--- src/rtl/phbf_ram.sv ---
// Generic single-write, single-read synchronous RAM with registered read data.
// No dependencies.
`default_nettype none

module phbf_ram #(
  parameter int WIDTH = 8,
  parameter int DEPTH = 16,
  localparam int AW = (DEPTH > 1) ? $clog2(DEPTH) : 1
) (
  input  logic             clk,
  input  logic             we,
  input  logic [AW-1:0]    waddr,
  input  logic [WIDTH-1:0] wdata,
  input  logic [AW-1:0]    raddr,
  output logic [WIDTH-1:0] rdata
);

  logic [WIDTH-1:0] mem [DEPTH];

  always_ff @(posedge clk) begin
    if (we) begin
      mem[waddr] <= wdata;
    end
    rdata <= mem[raddr];
  end

endmodule

`default_nettype wire

--- config.mk ---
export PLATFORM = sky130hd
export DESIGN_NAME = phbf_ram
export DESIGN_NICKNAME = d
export VERILOG_FILES = /design/src/rtl/phbf_ram.sv
export SDC_FILE = /design/constraint.sdc
export NUM_CORES = 1
export LEC_CHECK = 0
export BUFFER_PORTS_ARGS = -buffer_cell sky130_fd_sc_hd__buf_4
export CORE_ASPECT_RATIO = 0.8
export CORE_MARGIN = 4
export CORE_UTILIZATION = 50
export CTS_BUF_LIST = sky130_fd_sc_hd__clkbuf_16
export CTS_CLUSTER_DIAMETER = 120
export DETAILED_ROUTE_END_ITERATION = 10
export GPL_TIMING_DRIVEN = 0
export PLACE_DENSITY = 0.76
export RECOVER_POWER = 50
export SLEW_MARGIN = 30
export SYNTH_ARGS = -nofsm -noshare
export SYNTH_HDL_FRONTEND = slang
export SYNTH_SLANG_ARGS = --single-unit
--- constraint.sdc ---
create_clock -name clk -period 2.85 [get_ports clk]
set_input_delay 0.285 -clock clk [delete_from_list [all_inputs] [get_ports clk]]
set_output_delay 0.285 -clock clk [all_outputs]
set_load 0.01 [all_outputs]
==> qor.csv <==
metric,value,unit
fin_crit,1.572,ns
cts_tree,built,
grt_pass1_vias,2497,
max_freq,0.6359,GHz
p_switching,882.9,uW
grt_max_degree,17,
p_comb_share,5.1,%
die_area,11990,sq um
cts_setup_buffers,0,
final.setup.tns,0,ns
syn_nets,247,
hold_path.class,input port to flip-flop,
finalCritPeriodShare,55.18,%
final_cells,421,
final_max_slew_viol_count,0,
grt_pass1_wl,15320,um
htreeDepth,4,
cts.sinks,136,
peakVddDrop,0.7165,mV
maxCapViolations,0,
io_pins,26,
internal-power,3.586,mW
start_kind,input port,
syn_inst,229,
cts_hold_buf,0,
antenna_found_initial,0,
required,2.88,ns
slowest_delay,0.64,ns
pre_cts_ws,0.8506,ns
core_area,9849,sq um
ant_nets,0,
ctsResizeCount,0,
yosysUniqueCellTypes,19,
hpwl,6313,um
ys_warn_count,0,
finalWorstSetupSlack,1.278,ns
cts.path.max_buffers,2,
clk_pin_slew,0.05,ns
first_pass_iters,5,
crit_chain,clkbuf_1 -> or3b_2 -> nor2_1,
worstSetupEndpointType,flip-flop,
holdWs,0.3323,ns
drive_gt1_share,24.56,%
drc,0,
critical_path_arrival,1.61,ns
crit_type,input port to flip-flop,
clk-insertion-delay-late,0.41,ns
worst_slew_pin_slew,1.137,ns
setup_viol,0,
status,finished clean,
relSlewSlack,23.59,%
yosysSeqAreaShare,77.78,%
dp_cells,389,
rsz0062_at_grt,no,
vias_per_cell,5.796,
die_w,121.4,um
crit_fanout,8,
initial_utilization,52.26,%
row_count,32,
routed_wl,10170,um
cts-root-buf,clkbuf_16,
clockPowerShare,44.6,%
p_per_area,742.6,nW/um^2
portBuffers,24,
gp_congestion,0.7341,
dr.first_iter.drc_count,244,
pwr-share-seq,50.4,%
synth.avg_cell_area,22.48,sq um
design_area,6018,sq um
grt_use_total,18.54,%
area_growth,16.92,%
vias,2440,
routed_wire_length_per_instance,24.16,um
gr-total-overflow,0,
ys_ff_latch,136,
die_h,98.75,um
dpl_cell_area,5518,sq um
slowest_stage,nor2_1,
n_antenna_cell,0,
layout.nets,290,
skew,0.004503,ns
swShare,19.76,%
syn_area,5147,sq um
numCtsBuffers,17,
finalHoldViolations,0,
cellLeakagePower,1.995,nW
## registers in the layout, indices dropped and copies added, names as in the netlist
name / flops
mem: 128
rdata: 8
## metal layers
layer  global-route usage (%)  vias up  share of wire [%]
met5                        0        -                  0
met1                    26.46     1262                 44
met4                    5.168        0               0.67
met3                    7.114        8                7.1
li1                         -     1061                  -
met2                    27.13      109                 48
## synth_stat cells
cell / number / area [sq um]
and2b_1: 1 / 7.510
nand2_1: 9 / 33.78
dfxtp_1: 8 / 160.2
buf_4: 1 / 7.510
nor3_1: 4 / 20.02
nor2b_1: 1 / 6.260
buf_2: 3 / 15.01
mux4_1: 14 / 367.9
mux4_2: 18 / 405.4
and2_1: 1 / 6.260
a22oi_1: 16 / 120.1
nand3_1: 1 / 5.000
edfxtp_1: 128 / 3844
clkdlybuf4s25_2: 3 / 30.03
nand3b_1: 2 / 15.01
buf_6: 3 / 33.78
nand2b_1: 2 / 12.51
nor2_1: 13 / 48.80
or3b_2: 1 / 8.760
## cell usage in the layout, fill, tap and decap left out, types with 2 or more instances in the layout
| cell | count |
|---|---|
| edfxtp_1 | 128 |
| mux4_2 | 18 |
| clkbuf_16 | 17 |
| a22oi_1 | 16 |
| buf_4 | 15 |
| mux4_1 | 14 |
| nor2_1 | 13 |
| clkbuf_1 | 10 |
| nand2_1 | 9 |
| dfxtp_1 | 8 |
| clkinv_1 | 7 |
| clkinv_2 | 4 |
| buf_6 | 3 |
| buf_2 | 3 |
| clkdlybuf4s25_2 | 3 |
| nor3_2 | 3 |
| nand3b_1 | 2 |
| nand2b_1 | 2 |
| bufinv_16 | 2 |
## metrics by stage
stage | utilization [%] | total power [mW]
5_1_grt | 61.10 | 4.616
6_report | 61.10 | 4.469
3_3_place_gp | 55.82 | 2.513
3_5_place_dp | 56.02 | 2.523
2_1_floorplan | - | 2.407
4_1_cts | 61.53 | 4.508
## worst paths after layout
| kind | slack, ns | startpoint | depth (start not counted) | endpoint |
|---|---|---|---|---|
| setup / recovery | 1.28 | we | 3 | mem[3][4] |
| hold / removal | 0.33 | raddr[1] | 4 | rdata[0] |
| setup reg to reg | 1.46 | mem[1][1] | 3 | rdata[1] |
| hold reg to reg | 0.67 | mem[11][3] | 3 | rdata[3] |
## final cells by class
| type | instances | area, sq um |
|---|---|---|
| fill | 701 | 3831 |
| tap | 136 | 170.2 |
| multi-input combinational | 83 | 1072 |
| clock buffer | 17 | 425.4 |
| clock inverter | 15 | 117.6 |
| timing repair buffer | 24 | 142.6 |
| sequential | 136 | 4004 |
| buffer | 10 | 86.33 |
## power by group through the flow
stage,combinational [mW],sequential (mW),clock [mW]
finish,0.226,2.25,1.99
global route,0.243,2.25,2.12
CTS,0.236,2.25,2.02
detailed placement,0.234,2.29,0
global placement,0.227,2.29,0
floorplan,0.114,2.29,0
## kinds of logic (layout without fill, tap and decap cells)
kind of cell           count (synthesis)  after routing  share of synthesized area [%]
DFF                                  136            136                          77.78
and+or+nand+nor                       35             35                          3.184
muxes                                 32             32                          15.02
AOI/OAI and AO/OA                     16             16                          2.334
buffers and inverters                 10             66                          1.677
## worst max-delay path: cells and delay by family
family	cells	cell delay (ns)
AND/OR/NAND/NOR	2	1.18
buffers and inverters	1	0.13
Note: power is estimated with default switching activity, not from simulation.
