===== src/rtl/phbf_div.sv =====
// Three-lane restoring divider for the unit vector: q = (mag << 30) / d, one
// quotient bit per lane per cycle. Relies on mag <= d. No dependencies.
`default_nettype none

module phbf_div (
  input  logic             clk,
  input  logic             rst,
  input  logic             start,
  input  logic [2:0][31:0] mag,
  input  logic [31:0]      divisor,
  output logic             done,
  output logic [2:0][30:0] quot
);

  logic             busy;
  logic [4:0]       cnt;
  logic [2:0][31:0] rem;
  logic [2:0][30:0] nb;
  logic [2:0][30:0] q;
  logic [2:0][32:0] trial;

  always_comb begin
    for (int k = 0; k < 3; k++) begin
      trial[k] = {rem[k], nb[k][30]};
    end
  end

  assign quot = q;

  always_ff @(posedge clk) begin
    if (rst) begin
      busy <= 1'b0;
      done <= 1'b0;
      cnt  <= 5'd0;
    end else begin
      done <= 1'b0;
      if (start) begin
        busy <= 1'b1;
        cnt  <= 5'd0;
      end else if (busy) begin
        cnt <= cnt + 5'd1;
        if (cnt == 5'd30) begin
          busy <= 1'b0;
          done <= 1'b1;
        end
      end
    end
  end

  always_ff @(posedge clk) begin
    for (int k = 0; k < 3; k++) begin
      if (start) begin
        rem[k] <= {1'b0, mag[k][31:1]};
        nb[k]  <= {mag[k][0], 30'd0};
      end else if (busy) begin
        if (trial[k] >= {1'b0, divisor}) begin
          rem[k] <= 32'(trial[k] - {1'b0, divisor});
          q[k]   <= {q[k][29:0], 1'b1};
        end else begin
          rem[k] <= trial[k][31:0];
          q[k]   <= {q[k][29:0], 1'b0};
        end
        nb[k] <= nb[k] << 1;
      end
    end
  end

endmodule

`default_nettype wire


===== config.mk =====
export PLATFORM = sky130hd
export DESIGN_NAME = phbf_div
export DESIGN_NICKNAME = d
export VERILOG_FILES = /design/src/rtl/phbf_div.sv
export SDC_FILE = /design/constraint.sdc
export NUM_CORES = 1
export LEC_CHECK = 0
export CORE_MARGIN = 4
export CORE_UTILIZATION = 40
export CTS_BUF_LIST = sky130_fd_sc_hd__clkbuf_2 sky130_fd_sc_hd__clkbuf_4 sky130_fd_sc_hd__clkbuf_8
export CTS_CLUSTER_SIZE = 28
export DETAILED_ROUTE_END_ITERATION = 16
export DONT_BUFFER_PORTS = 1
export PLACE_DENSITY_LB_ADDON = 0.15
export SETUP_SLACK_MARGIN = 0.1
export SLEW_MARGIN = 10
export SYNTH_ARGS = -nofsm -noshare
export SYNTH_HDL_FRONTEND = slang
export SYNTH_SLANG_ARGS = --single-unit

===== constraint.sdc =====
create_clock -name clk -period 6.4 [get_ports clk]
set_clock_uncertainty 0.05 [all_clocks]
set_input_delay 0.32 -clock clk [delete_from_list [all_inputs] [get_ports clk]]
set_output_delay 0.32 -clock clk [all_outputs]
set_load 0.02 [all_outputs]

==> results.txt <==
Clock Tree Root = clkbuf_8
HP Class = in2reg
Mapped Avg Cell Area = 9.840 sq um
nature of the critical path endpoint = flop
Clock Path Buffers = 2
cts hold-fix bufs = 88
Netlist cell types = 74
area grow syn2layout = 12.92%
global route total overflow = 0
Async SR Flop Fraction = 0%
number of global-route vias before repair = 10,150
worst reg2reg path depth = 12
Post-CTS Resized = 0
CTS tree = done
Critical Path RT = 6610 ps
critical path peak fanout = 31
Clk pin slew, worst setup/hold paths = 120 ps
first-pass GRT wire length = 59,040 um
most frequent cells in the layout = edfxtp_1, nand2_1, ha_1
max_slew headroom = 25.45%
startpoint types = flop
Post-Route WL = 38,990 um
filler instances = 3,172
Max VDD drop = 160.1 uV
non-filler cells, final = 1,856
FMAX = 228.0 MHz
io pins = 225
Placed Cells = 1,734
Syn Nets = 1,576
drt first pass iters = 5
Core Box Area = 0.03254 sq mm
Die Span Y = 189.8 um
number of synthesized flops with an enable pin = 189
power per cell area = 335.9 mW/mm^2
total global-route track usage = 21.14%
Initial Utilization = 40.65%
Slew Viols, Final = 0
status = completed
DR vias/cell = 5.712
WS Path Type = reg2reg
Detail Route Antenna Nets = 0
buffers added on ports = 0
post-synthesis register bit count = 199
P_leak = 5.783 nW
setup_tns = 0 ps
Least-Margin Pin Slew = 1115 ps
via count = 10,600
final net count = 1,633
Hold Fails Final Rpt = 0
Critical Path AT = 4600 ps
commonest non-fill, non-tap cell in the layout = edfxtp_1
setup bufs post-CTS = 0
period utilization = 68.53%
Yosys warning count = 0
Initial DRC Count = 690
Avg WL per Cell = 21.01 um
die area = 0.03604 sq mm
placer congestion estimate = 0.8832
Post-DP HPWL = 27,780 um
Final setup viols = 0
Cells after Synth = 1,344
Sink Count = 199
clk_lat worst skew = 520 ps
largest net degree at the start of global routing = 92
RSZ-0062 raised after global routing = no
layout cells sized above 1 = 5.233%
max-cap violation count = 0
H-tree levels = 4
final core utilization = 45.90%
Worst Hold Depth = 2
fin crit period = 4386 ps
DRC = 0
post-synthesis cell area = 0.01323 sq mm
Die Wd = 189.8 um
Primary FF master, synth = edfxtp_1
Ant. Diodes = 0
TritonCTS Buffers = 17
initial antenna violation count = 0
row count = 66
Seq/Total Area, Yosys = 44.43%
-- flip-flops by register name, indices dropped and copies added (netlist names) --
| register | count |
|---|---|
| busy | 1 |
| done | 1 |
| cnt | 5 |
| quot | 93 |
| nb | 3 |
| rem | 96 |
-- final cells by class --
cell class,count,area (sq um),share of cell area [%]
Timing Repair Buffer,95,948.4,6.351
Tap cell,442,553.0,3.703
Inverter,66,250.2,1.676
Sequential cell,199,5876,39.34
Clock inverter,14,183.9,1.232
Multi-Input combinational cell,1022,6882,46.08
Clock buffer,18,241.5,1.617
-- logic make-up after synthesis --
group / Yosys count / synth area share (%)
compound gates: 378 / 19.34
xor+xnor: 82 / 5.430
fa+ha+maj: 101 / 9.726
buf+inv: 123 / 3.709
flops: 199 / 44.43
mux: 28 / 2.157
simple gates: 433 / 15.21
-- report_power, final --
part | switching [mW] | internal (mW)
logic | 1.40 | 0.936
registers | 0.149 | 1.69
clock network | 0.544 | 0.305
-- metrics by stage --
stage | total power, mW | area (sq um) | hold slack (ps) | setup WS [ps]
floorplan | 3.622 | 13230 | 342.4 | 1124
global placement | 4.091 | 13600 | 346.1 | 2536
detailed placement | 4.102 | 13600 | 346.1 | 2500
CTS | 5.038 | 14910 | 0.04241 | 1999
global route | 5.391 | 14930 | 1.070 | 1663
finish | 5.017 | 14930 | 33.24 | 2014
-- metal layers --
metal,up-vias,GRT usage (%),part of all wire (%)
li1,5158,-,-
met4,0,6.817,2.4
met3,43,4.532,5.9
met1,5110,27.51,45
met2,291,35.28,47
met5,-,0,0
-- path summary, 6_finish.rpt --
check                            to  slack [ps]                 from
setup / recovery  rem[71]$_DFFE_PP_        2010    rem[67]$_DFFE_PP_
hold / removal    rem[25]$_DFFE_PP_          30              mag[26]
setup reg to reg  rem[71]$_DFFE_PP_        2010    rem[67]$_DFFE_PP_
hold reg to reg     done$_SDFF_PP0_         460  cnt[4]$_SDFFE_PP0P_
-- critical path: stages, from the launching register on --
cell and delay [ps]:
edfxtp_1 420, ha_1 370, a21o_1 200, or3_1 330, o21ai_2 160, o21ai_2 100, a41oi_2 390, o2111ai_2 220
nand2_2 560, inv_2 430, mux2i_1 250, o21ai_0 90, dlygate4sd3_1 550
-- cell usage after synthesis, types with 4 or more instances --
cell / n / area [sq um]
and3_1: 14 / 87.58
nand3_1: 70 / 350.3
mux2_2: 4 / 45.04
o311ai_0: 17 / 148.9
o31a_1: 4 / 35.03
and2_1: 12 / 75.07
ha_1: 98 / 1226
a21o_1: 43 / 322.8
or3_1: 8 / 50.05
o21ai_1: 6 / 30.03
clkbuf_1: 42 / 157.7
o221ai_1: 5 / 43.79
o311ai_1: 17 / 148.9
o21bai_1: 12 / 90.09
mux2i_1: 24 / 240.2
a21oi_1: 94 / 470.5
nand4_1: 17 / 106.4
dfxtp_1: 10 / 200.2
nor2_1: 80 / 300.3
inv_1: 63 / 236.5
edfxtp_1: 189 / 5675
o31ai_1: 8 / 60.06
nand2_1: 166 / 623.1
or2_2: 6 / 37.54
a2bb2oi_1: 4 / 35.03
nor4_1: 6 / 37.54
o21ai_0: 57 / 285.3
a31oi_1: 38 / 237.7
o21a_1: 11 / 82.58
a211oi_1: 8 / 60.06
nand2b_1: 10 / 62.56
buf_2: 11 / 55.05
nor2b_1: 12 / 75.07
nor3_1: 21 / 105.1
xor2_1: 43 / 376.6
xnor2_1: 39 / 341.6
o211ai_1: 12 / 90.09
(Power assumes the default switching activity.)
