==> src/rtl/phbf_pkg.sv <==
// Shared types, operation codes and saturating helpers of the perturbed
// harmonic bond force block. No dependencies.
`default_nettype none

package phbf_pkg;

  localparam logic [2:0] OP_BOND        = 3'd0;
  localparam logic [2:0] OP_READ_FORCE  = 3'd1;
  localparam logic [2:0] OP_READ_ENERGY = 3'd2;
  localparam logic [2:0] OP_READ_VIRIAL = 3'd3;
  localparam logic [2:0] OP_CLEAR       = 3'd4;

  localparam logic [16:0] LAMBDA_ONE   = 17'h10000;
  localparam logic [11:0] VIRIAL_ROWS  = 12'd3;

  localparam logic signed [63:0] S64_MAX = 64'sh7FFF_FFFF_FFFF_FFFF;
  localparam logic signed [63:0] S64_MIN = 64'sh8000_0000_0000_0000;
  localparam logic signed [47:0] S48_MAX = 48'sh7FFF_FFFF_FFFF;
  localparam logic signed [47:0] S48_MIN = 48'sh8000_0000_0000;

  typedef enum logic [1:0] {
    SH_16,
    SH_17,
    SH_24,
    SH_30
  } phbf_shift_t;

  typedef struct packed {
    logic [2:0]         operation;
    logic [11:0]        atom_first;
    logic [11:0]        atom_second;
    logic [3:0]         energy_group;
    logic signed [31:0] disp_x;
    logic signed [31:0] disp_y;
    logic signed [31:0] disp_z;
    logic [31:0]        stiffness_a;
    logic [31:0]        stiffness_b;
    logic [30:0]        rest_a;
    logic [30:0]        rest_b;
    logic [11:0]        read_index;
  } phbf_item_t;

  typedef struct packed {
    logic signed [63:0] value_x;
    logic signed [63:0] value_y;
    logic signed [63:0] value_z;
    logic signed [63:0] value_energy;
    logic signed [63:0] value_derivative;
  } phbf_result_t;

  function automatic logic signed [63:0] sat_add64(input logic signed [63:0] a,
                                                    input logic signed [63:0] b);
    logic signed [64:0] s;
    s = {a[63], a} + {b[63], b};
    if (s[64] != s[63]) begin
      return s[64] ? S64_MIN : S64_MAX;
    end
    return s[63:0];
  endfunction

  function automatic logic signed [47:0] add_force48(input logic signed [47:0] old,
                                                      input logic signed [63:0] f);
    logic signed [64:0] s;
    logic signed [64:0] hi;
    logic signed [64:0] lo;
    s  = {{17{old[47]}}, old} + {f[63], f};
    hi = {{17{S48_MAX[47]}}, S48_MAX};
    lo = {{17{S48_MIN[47]}}, S48_MIN};
    if (s > hi) begin
      return S48_MAX;
    end
    if (s < lo) begin
      return S48_MIN;
    end
    return s[47:0];
  endfunction

endpackage

`default_nettype wire

==> src/rtl/phbf_mul.sv <==
// Shared 64x64 signed multiply with rounding shift and saturation, built from
// four registered 32x32 partial products. Depends on phbf_pkg.
`default_nettype none

module phbf_mul (
  input  logic                clk,
  input  logic                rst,
  input  logic                start,
  input  logic signed [63:0]  a,
  input  logic signed [63:0]  b,
  input  phbf_pkg::phbf_shift_t shift,
  output logic                done,
  output logic signed [63:0]  result
);
  import phbf_pkg::*;

  logic        busy;
  logic [2:0]  phase;
  logic        neg;
  logic [63:0] ua;
  logic [63:0] ub;
  logic [63:0] pp;
  logic [1:0]  pp_pos;
  logic [127:0] acc;
  phbf_shift_t sh;

  logic [31:0]  op_a;
  logic [31:0]  op_b;
  logic [1:0]   pos;
  logic [127:0] pp_wide;
  logic [127:0] shifted;
  logic [63:0]  mag;

  always_comb begin
    case (phase[1:0])
      2'd0: begin
        op_a = ua[31:0];
        op_b = ub[31:0];
        pos  = 2'd0;
      end
      2'd1: begin
        op_a = ua[31:0];
        op_b = ub[63:32];
        pos  = 2'd1;
      end
      2'd2: begin
        op_a = ua[63:32];
        op_b = ub[31:0];
        pos  = 2'd1;
      end
      default: begin
        op_a = ua[63:32];
        op_b = ub[63:32];
        pos  = 2'd2;
      end
    endcase
  end

  always_comb begin
    case (pp_pos)
      2'd0:    pp_wide = {64'd0, pp};
      2'd1:    pp_wide = {32'd0, pp, 32'd0};
      default: pp_wide = {pp, 64'd0};
    endcase
  end

  always_comb begin
    case (sh)
      SH_16:   shifted = acc >> 16;
      SH_17:   shifted = acc >> 17;
      SH_24:   shifted = acc >> 24;
      default: shifted = acc >> 30;
    endcase
    mag = (|shifted[127:63]) ? 64'h7FFF_FFFF_FFFF_FFFF : {1'b0, shifted[62:0]};
  end

  always_ff @(posedge clk) begin
    if (rst) begin
      busy  <= 1'b0;
      done  <= 1'b0;
      phase <= 3'd0;
    end else begin
      done <= 1'b0;
      if (start) begin
        busy  <= 1'b1;
        phase <= 3'd0;
      end else if (busy) begin
        phase <= phase + 3'd1;
        if (phase == 3'd5) begin
          busy <= 1'b0;
          done <= 1'b1;
        end
      end
    end
  end

  always_ff @(posedge clk) begin
    if (start) begin
      neg <= a[63] ^ b[63];
      ua  <= a[63] ? (~a + 64'd1) : a;
      ub  <= b[63] ? (~b + 64'd1) : b;
      sh  <= shift;
      case (shift)
        SH_16:   acc <= 128'h1 << 15;
        SH_17:   acc <= 128'h1 << 16;
        SH_24:   acc <= 128'h1 << 23;
        default: acc <= 128'h1 << 29;
      endcase
    end else if (busy) begin
      if (phase < 3'd4) begin
        pp     <= op_a * op_b;
        pp_pos <= pos;
      end
      if (phase >= 3'd1 && phase <= 3'd4) begin
        acc <= acc + pp_wide;
      end
      if (phase == 3'd5) begin
        result <= neg ? -$signed(mag) : $signed(mag);
      end
    end
  end

endmodule

`default_nettype wire

==> config.mk <==
export PLATFORM = sky130hd
export DESIGN_NAME = phbf_mul
export DESIGN_NICKNAME = d
export VERILOG_FILES = /design/src/rtl/phbf_pkg.sv /design/src/rtl/phbf_mul.sv
export SDC_FILE = /design/constraint.sdc
export NUM_CORES = 2
export LEC_CHECK = 0
export ABC_CLOCK_PERIOD_IN_PS = 12100
export CORE_AREA = 2 2 353 355
export DETAILED_ROUTE_END_ITERATION = 16
export DIE_AREA = 0 0 355 357
export DONT_BUFFER_PORTS = 1
export GPL_TIMING_DRIVEN = 0
export PLACE_DENSITY = 0.62
export SLEW_MARGIN = 20
export SYNTH_ARGS = -nofsm -noshare
export SYNTH_HDL_FRONTEND = slang
export SYNTH_SLANG_ARGS = --single-unit
==> constraint.sdc <==
create_clock -name clk -period 12.1 [get_ports clk]
set_clock_uncertainty 0.2 [all_clocks]
set_input_delay 2.42 -clock clk [delete_from_list [all_inputs] [get_ports clk]]
set_output_delay 2.42 -clock clk [all_outputs]
set_load 0.1 [all_outputs]
==> metrics.txt <==
status=complete, no violations; CTS tree=yes; crit-path max FO=10; Yosys cell types=88; final wirelength=246000 um; Overall Global Routing Usage=0.388; RePlAce Congestion=1.03; Core Region=0.123 mm^2; Net Count, Synth=8056; Die Wd=355 um; ys async rst share=0; final setup fails=0; first-pass GRT wire length=353000 um; Post-synth EDFFs=389; Final Hold Fails=0; CP Class=reg2reg; DR pass1 iterations=8; post-route minimum period=11720 ps; Via density=6.04; starting density of the core=0.497; design area=0.0656 mm^2; initial DRC count=5088; Max Cap Violations=0; syn_area_per_cell=9.22 um^2; CTS root buf=clkbuf_16; number of global-route vias before repair=51300; worst min-delay path category=reg2reg; Max Slew Vio Count=0; max incr delay on CP=730 ps; pin count of the biggest net entering global routing=133; DIE AREA=0.127 mm^2; PortBufs=0; Yosys reg bits=394; Top delay family on crit path=adder cells; initial antenna violation count=4; register area=0.0118 mm^2; CP required=12320 ps; crit-path most repeated cell=fa_1; die height=357 um; drc violations=0; Synth Warn #=0; CP Capture Type=register; Tcrit/Tclk final=0.969; antenna viol nets, final=0; unrepaired setup endpoints after global routing=no; hpwl dp=206000 um; Clock Sink Count=394; grt total ovfl=0; slowest CP cell=clkbuf_1; worst skew pair latency=670 ps; fillers=11600; WP buf/inv=7; ys flop type=edfxtp_1; row cnt=129; Placed Area=0.0636 mm^2; Peak Freq=85.3 MHz; Syn Std Cell Area=0.0612 mm^2; maximum buffer depth of the clock tree=3; # IOs=198; slew margin rel.=0.195; number of setup buffers added after CTS=0; clock-pin transition on the worst setup and hold timing paths=70 ps; CP Launch Type=register; multi-input logic area=0.0449 mm^2; vias post-DR=50600; Num CTS Buffers=49; Nets=8122; Synth-to-Final Area Change=7.20%; Worst Tran Pin Value=1210 ps; setup TNS=0 ps; Arr. time, crit path=11950 ps; layout cells sized above 1=0.0551; sequential fraction of the synthesis area=0.193; H-tree depth=2; Mapped Cells=6629; wire per inst=29.3 um
-- cell families after synthesis --
group,after synthesis,share of synthesized area
buffers and inverters,1257,0.0777
and+or+nand+nor,2139,0.155
DFF,394,0.193
muxes,248,0.0549
AOI/OAI and AO/OA,980,0.0999
adders and majority gates,1294,0.375
xor gates and xnor gates,317,0.0454
-- routing by layer --
layer / global-route usage / share of wire / vias to the layer above
met1: 0.476 / 0.38 / 25400
met2: 0.631 / 0.46 / 2578
li1: - / - / 22000
met4: 0.262 / 0.082 / 8
met5: 0 / 0.00021 / -
met3: 0.0679 / 0.081 / 641
-- placed cells by master (no fill, tap or decap), drive strengths merged, types with 236 or more instances in the layout --
| cell | synthesis | layout |
|---|---|---|
| fa | 897 | 897 |
| o21ai | 262 | 262 |
| nand2 | 628 | 628 |
| a21oi | 303 | 303 |
| xnor2 | 236 | 236 |
| edfxtp | 389 | 389 |
| ha | 397 | 397 |
| clkbuf | 309 | 367 |
| nor2 | 974 | 974 |
| inv | 919 | 923 |
-- timing repair --
action,in CTS,in global routing
hold endpoints to repair,0,0
hold buffers,0,0
endpoints found under the setup margin,24,4
resized for setup,19,89
-- stage by stage --
step	hold WS, ps	setup slack (ps)	utilization	std cells
6_report	385	376	0.533	8374
2_1_floorplan	305	2560	-	6629
3_3_place_gp	342	-2000	0.514	8266
5_1_grt	420	8.45	0.533	8373
3_5_place_dp	366	-2160	0.517	8284
4_1_cts	382	174	0.532	8376
-- flip-flops by register name, indices dropped and copies added, names as in the netlist, 2 cells and up --
signal  flops
pp         64
phase       3
ua         64
acc       128
pp_pos      2
sh          2
result     64
ub         64
-- final timing paths --
path / start / end / slack (ps) / cells past startpoint
hold / removal: phase[0] / phase[0] / 380 / 2
setup reg to reg: phase[1] / pp[63] / 380 / 30
setup / recovery: phase[1] / pp[63] / 380 / 30
hold reg to reg: phase[0] / phase[0] / 380 / 2
-- synth_stat cells (all sizes together), types with 25 or more instances --
cell | n | area (um^2)
nor2 | 974 | 3660
inv | 919 | 3450
fa | 897 | 18000
nand2 | 628 | 2360
ha | 397 | 4970
edfxtp | 389 | 11700
clkbuf | 309 | 1160
a21oi | 303 | 1520
o21ai | 262 | 1310
xnor2 | 236 | 2070
mux2i | 114 | 1140
nand4 | 93 | 588
xor2 | 81 | 709
nor3 | 78 | 423
a21o | 77 | 578
and2 | 75 | 469
mux2 | 71 | 800
o31ai | 64 | 485
mux4 | 63 | 1420
or3 | 61 | 408
o21bai | 54 | 405
nand2b | 39 | 244
nand3 | 33 | 165
a22o | 32 | 280
nor2b | 29 | 184
buf | 28 | 139
or4 | 26 | 206
nor4 | 25 | 175
-- layout make-up --
type | count | share of cell area
antenna | 1 | 0.0000382
timing repair buffer | 18 | 0.00378
buffer | 334 | 0.0206
multi-input combinational | 4978 | 0.685
sequential | 394 | 0.180
clock buffer | 58 | 0.0195
clock inverter | 34 | 0.00712
inverter | 920 | 0.0527
tap | 1637 | 0.0312
-- worst register-to-register path, delay by kind of cell (launching register included) --
family                     cells  cell delay, ps
AOI/OAI and AO/OA              6            1680
buffers and inverters          7            2090
adders and majority gates     10            4680
xor gates and xnor gates       1             330
and+or+nand+nor                5            1570
muxes                          1             540
DFF                            1             410
Power is not shown: default switching activity piles up to over one toggle a cycle in this logic, so the estimate is an artifact.
